**src/design/mvd_pkg.sv**
```systemverilog
`default_nettype none

package mvd_pkg;

   localparam int TABLE_DEPTH = 1024;
   localparam int INDEX_BITS  = 20;
   localparam int NORMAL_BITS = 32;
   localparam int ADDR_BITS   = $clog2(TABLE_DEPTH);
   localparam int COUNT_BITS  = $clog2(TABLE_DEPTH + 1);
   localparam int VIDX_BITS   = 10;
   localparam int VCNT_BITS   = 11;
   localparam int MODE_BITS   = 2;

   localparam int CSR_ADDR_BITS = 3;
   localparam int CSR_DATA_BITS = 32;
   localparam int CSR_WORD_BITS = 1;

   localparam logic [CSR_WORD_BITS-1:0] REG_MATCH_MODE = 1'b0;

   localparam logic [MODE_BITS-1:0] MODE_POS     = 2'd0;
   localparam logic [MODE_BITS-1:0] MODE_POS_UV  = 2'd1;

   typedef enum logic [1:0] {
      ST_IDLE,
      ST_SCAN,
      ST_FINISH
   } state_type;

   typedef struct packed {
      logic [INDEX_BITS-1:0]  pos;
      logic [INDEX_BITS-1:0]  uv;
      logic [NORMAL_BITS-1:0] nx;
      logic [NORMAL_BITS-1:0] ny;
      logic [NORMAL_BITS-1:0] nz;
   } entry_type;

   typedef struct packed {
      logic load;
      logic scan;
      logic finish;
   } dp_cmd_type;

   typedef struct packed {
      logic match;
      logic pending;
      logic out_free;
   } dp_status_type;

endpackage

`default_nettype wire

```
**src/design/mvd_ctrl.sv**
```systemverilog
`default_nettype none

module mvd_ctrl (
   input  wire                       clock,
   input  wire                       reset,
   input  wire                       req_valid,
   output logic                      req_stall,
   input  mvd_pkg::dp_status_type    status,
   output mvd_pkg::dp_cmd_type       cmd
);
   import mvd_pkg::*;

   state_type state_ff;
   state_type state_in;

   always_ff @(posedge clock) begin
      if (reset) begin
         state_ff <= ST_IDLE;
      end else begin
         state_ff <= state_in;
      end
   end

   always_comb begin
      state_in = state_ff;
      unique case (state_ff)
         ST_IDLE: begin
            if (req_valid) begin
               state_in = ST_SCAN;
            end
         end
         ST_SCAN: begin
            if (status.match || !status.pending) begin
               state_in = ST_FINISH;
            end
         end
         ST_FINISH: begin
            if (status.out_free) begin
               state_in = ST_IDLE;
            end
         end
         default: state_in = ST_IDLE;
      endcase
   end

   always_comb begin
      cmd       = '0;
      req_stall = 1'b1;
      unique case (state_ff)
         ST_IDLE: begin
            req_stall = 1'b0;
            cmd.load  = req_valid;
         end
         ST_SCAN: begin
            cmd.scan = 1'b1;
         end
         ST_FINISH: begin
            cmd.finish = status.out_free;
         end
         default: begin
            req_stall = 1'b1;
         end
      endcase
   end

endmodule

`default_nettype wire

```
**config.mk**
```make
export PLATFORM = sky130hd
export DESIGN_NAME = mvd_ctrl
export DESIGN_NICKNAME = d
export VERILOG_FILES = /design/src/design/mvd_pkg.sv /design/src/design/mvd_ctrl.sv
export SDC_FILE = /design/constraint.sdc
export NUM_CORES = 1
export LEC_CHECK = 0
export BUFFER_PORTS_ARGS = -buffer_cell sky130_fd_sc_hd__buf_2
export CORE_AREA = 4 4 41 43
export CTS_CLUSTER_SIZE = 20
export DETAILED_ROUTE_END_ITERATION = 7
export DIE_AREA = 0 0 45 47
export PLACE_DENSITY = 0.3
export SLEW_MARGIN = 15
export SYNTH_ARGS = -nofsm -noshare
export SYNTH_HDL_FRONTEND = slang
export SYNTH_SLANG_ARGS = --single-unit
```
**constraint.sdc**
```tcl
create_clock -name clock -period 1 [get_ports clock]
set_input_delay 0.2 -clock clock [delete_from_list [all_inputs] [get_ports clock]]
set_output_delay 0.2 -clock clock [all_outputs]
set_load 0.02 [all_outputs]
```
After elaboration in Yosys (flattened, before gate mapping)
Cells that the tools add are included.

storage, ports and cells
  register bits after elaboration = 2
  bits of input ports = 6
  output and inout port bits = 4

operators by class
  equal/unequal tests = 5
  mux-type cells = 8
  reduce and logical (&&, ||, !) cells = 4

operators by type and width
  kind                  number
  $mux W2               3
  $ne A2 B2 Y1 const B  3
  $pmux W2 S3           1
  $mux W1               4
  $reduce_and A3 Y1     1
  $eq A2 B1 Y1 const B  1
  $eq A2 B2 Y1 const B  1
  $logic_not A2 Y1      1
  $logic_not A1 Y1      1
  $logic_or A1 B1 Y1    1

Longest topological paths before layout
  word-level depth = 4
  gate-level depth with buffers = 3
  mapped depth without buffers = 3

Worst setup path before layout
Ideal clock, no wire load.

  path kind = register to output
  start = register state_ff[0]
  end = output port cmd[2] (netlist bit)
  arrival time = 0.974 ns
  path slack = -0.174 ns
  stages on the path, launching flop included = 3
  buffers on the path = 0
  cell sequence = dfxtp_1 > or2_1 > nor2_1

RTL lines
  what                    RTL line        source
  start, declared         mvd_ctrl.sv:13  state_type state_ff;
  start signal, assigned  mvd_ctrl.sv:20  state_ff <= state_in;
  end, declared           mvd_ctrl.sv:9   output mvd_pkg::dp_cmd_type cmd

==> implementation parameters <==
Parameter                              Value

Status
  Result of the run    finished, violations left
  Violated checks    setup timing

Place
  Count of buffers inserted at the top-level ports    9
  Weighted congestion reported at the end of routability-driven placement    0.574
  Worst setup timing slack at the placement stage    -0.00727 ns
  Dpl cell area    231 um^2
  Placed insts    41

GRT
  GR Layer Usage met3    2.68%
  Largest net degree at the start of global routing    5
  Routing layer with the top usage in global route    met4
  Met1 track utilization from global routing    roughly 5.2%
  Combined global-route utilization of all metal layers    ~4.9%
  Number of global-route vias before repair    168
  Global routing usage on met2    ~5.6%
  Number of antenna violations at the first check in global routing    0
  Gr ovfl total    0
  Wire length of the first global-routing pass    683 um

STA
  Final clock period utilization by the worst path    120%
  Setup repair after global routing missed its margin    yes
  Setup Viol. Count Final    5
  Maximum operating frequency    about 0.83 GHz
  Crit path time final    1.20 ns
  Total Neg Setup Slack    -0.549 ns
  Total count of max-transition violations in the final report    0
  Number of endpoints with negative hold slack in the final report    0
  Skew final    0.00261 ns
  Smallest setup slack after layout    -0.199 ns
  Slew at the pin with the worst max-slew slack    around 0.12 ns
  Relative slew margins    91.8%
  Hold Slack    0.162 ns

Power and ir drop
  Cell-internal power    around 290 uW
  Static Leak    0.145 nW
  Maximum resistive drop on vdd    0.430 mV
  Clock Power Share    between 40 and 50%
  Switching power summed over all nets    97.6 uW
  Proportion of total power due to net switching    25.3%
  Comb power frac    approximately 31%
  Total chip power    386 uW
  Part of the total power dissipated in sequential elements    around 24%
  Pwr Density    ~1300 mW/mm^2

Synthesis
  Proportion of synthesized chip area in sequential cells    between 20% and 30%
  Number of cells produced by synthesis    15
  Unique masters post-synth    12
  Post-synthesis instance area    143 um^2
  Most numerous cell types in the synthesized netlist    3 x nor2_1, 2 x dfxtp_1
  Cell types occupying the most area after synthesis    dfxtp_1 28%, mux2_4 11%, nand2b_4 9.6%, nor2b_4 9.6%, nor3b_2 8.8%
  Dominant cell by count in the synthesized netlist    nor2_1
  Yosys top cell by area    dfxtp_1
  Number of synthesized flops with an enable pin    0
  Synth async-reset ratio    0%
  Flip-flop and latch count after synthesis    2
  Synth warn    0
  Leading register cell type out of synthesis    dfxtp_1
  Post-synth top area share    28.1%
  Mean post-synth cell area    9.51 um^2
  Synthesized net count    21

Die
  Number of standard-cell rows in the floorplan    13
  Die Ht    47 um
  Effective utilization at floorplan    11.0%
  Core region area    between 0.001 and 0.0015 mm^2
  Chip width    45 um
  Area enclosed by the die boundary    0.00212 mm^2
  I/O pin count    10

Clock network
  Count of hold-fix buffers inserted at cts    0
  Clk_lat worst skew    0.22 ns
  Buffer type at the clock tree root    clkbuf_4
  Clock tree sinks    2
  H-Tree Level Count    1
  Buffers from clock root to sink, at most    2
  Clock tree from TritonCTS    done
  Clock Pin Slew Worst Setup and Hold Paths    0.03 ns
  TritonCTS Buffers    3

Final layout
  Fraction of layout cells with a size suffix above 1    90.0%
  Area used by sequential logic in the layout    42.5 um^2
  Area growth, synth to finish    113%
  Registers with the most flip-flops    state_ff: 2 flops
  Count of nets after finishing    38
  Final non-filler cell total    45
  Post-route standard cell area excluding fillers    approximately 300 um^2
  Share of the core filled with cells    a little under a quarter
  Top register by number of flip-flops    state_ff
  Fill cell count    158
  Total inserted antenna cells    0
  Flip-flop count of the largest register after layout    2
  Multi-input logic area    111 um^2

Worst setup path
  Cell chain of the critical path    or2_4 -> nor2_4 -> buf_6
  Endpoint type of the worst setup path    primary output
  Top Family by Delay on Critical Path    simple AND/OR/NAND/NOR gates
  Reg-to-reg startpoint    state_ff[0]$_SDFFE_PP0P_
  Number of cells on the critical path    3
  Highest-delay cell along the critical path    dfxtp_2
  Reg-to-reg critical path endpoint    state_ff[0]$_SDFFE_PP0P_
  Number of buffers and inverters on the critical path    1
  Critical path data arrival time    1.00 ns
  R2R cell count    4
  Startpoint type of the worst setup path    flop
  Peak per-stage delay on the critical path    0.32 ns
  Required time at the worst-slack endpoint    0.80 ns
  Setup Crit Path Kind    reg2out
  Internal reg-to-reg setup slack    -0.01 ns
  Maximum fanout along the worst path    4

Routing
  Residual DRC    0
  Total number of vias    152
  Routed WL    382 um
  Via density per instance    3.38
  Average wire per standard cell    8.49 um
  Iteration-0 DRC Markers    0
  Detailed Routing Iterations Pass 1    1
  Antenna Nets Post-Route    0

Worst hold path
  Path category of the worst min-delay check    in2reg
  Number of instances on the worst hold path    2
  Endpoint, Worst Hold    state_ff[0]$_SDFFE_PP0P_
  Beginning of the worst hold path    reset

Run
  Count of max-cap constraint violations    0
[power by group through the flow]
stage          Clock, mW  Combinational (mW)  Sequential, mW
2_1_floorplan          0              0.0602          0.0942
3_3_place_gp           0              0.0985          0.0917
4_1_cts            0.182               0.114          0.0929
5_1_grt            0.197               0.131          0.0943
6_report           0.172               0.121          0.0936
3_5_place_dp           0              0.0976          0.0922
[worst max-delay path by stage]
stage,to,from
4_1_cts,cmd[2],state_ff[1]$_SDFFE_PP0P_
2_1_floorplan,cmd[2],state_ff[0]$_SDFFE_PP0P_
6_report,cmd[2],state_ff[0]$_SDFFE_PP0P_
5_1_grt,cmd[2],state_ff[0]$_SDFFE_PP0P_
3_5_place_dp,cmd[2],state_ff[0]$_SDFFE_PP0P_
3_3_place_gp,cmd[2],state_ff[0]$_SDFFE_PP0P_
[logic make-up (layout without fill, tap and decap cells)]
| kind of cell | after synthesis | in the layout | share of synthesized area, % |
|---|---|---|---|
| and+or+nand+nor | 9 | 9 | 50.0 |
| AOI/OAI and AO/OA | 1 | 1 | 3.51 |
| muxes | 1 | 1 | 10.5 |
| buffers and inverters | 2 | 17 | 7.89 |
| DFF | 2 | 2 | 28.1 |
[layer usage]
metal  vias up  wire length (um)
met5         -                 0
met4         0                 0
met3         0                31
met2         6               186
met1        69               164
li1         77                 -
[cells in the final DEF (no fill, tap or decap), types with 2 or more instances in the layout]
cell,netlist,final
buf_2,0,6
buf_6,0,6
clkbuf_4,0,3
nor2_4,0,2
dfxtp_2,0,2
[final cells by class]
class | instances | area share [%]
clock buffer | 3 | 7.41
inverter | 1 | 1.23
multi-input combinational | 11 | 36.6
sequential | 2 | 14.0
tap | 15 | 6.17
timing repair buffer | 13 | 34.6
[what timing repair did]
item | in CTS | in global routing
gates resized for setup | 8 | 6
buffers inserted | 1 | 0
pin swaps | 2 | 2
endpoints found under the setup margin | 4 | 5
No activity file was read; power rests on OpenSTA's default activity.
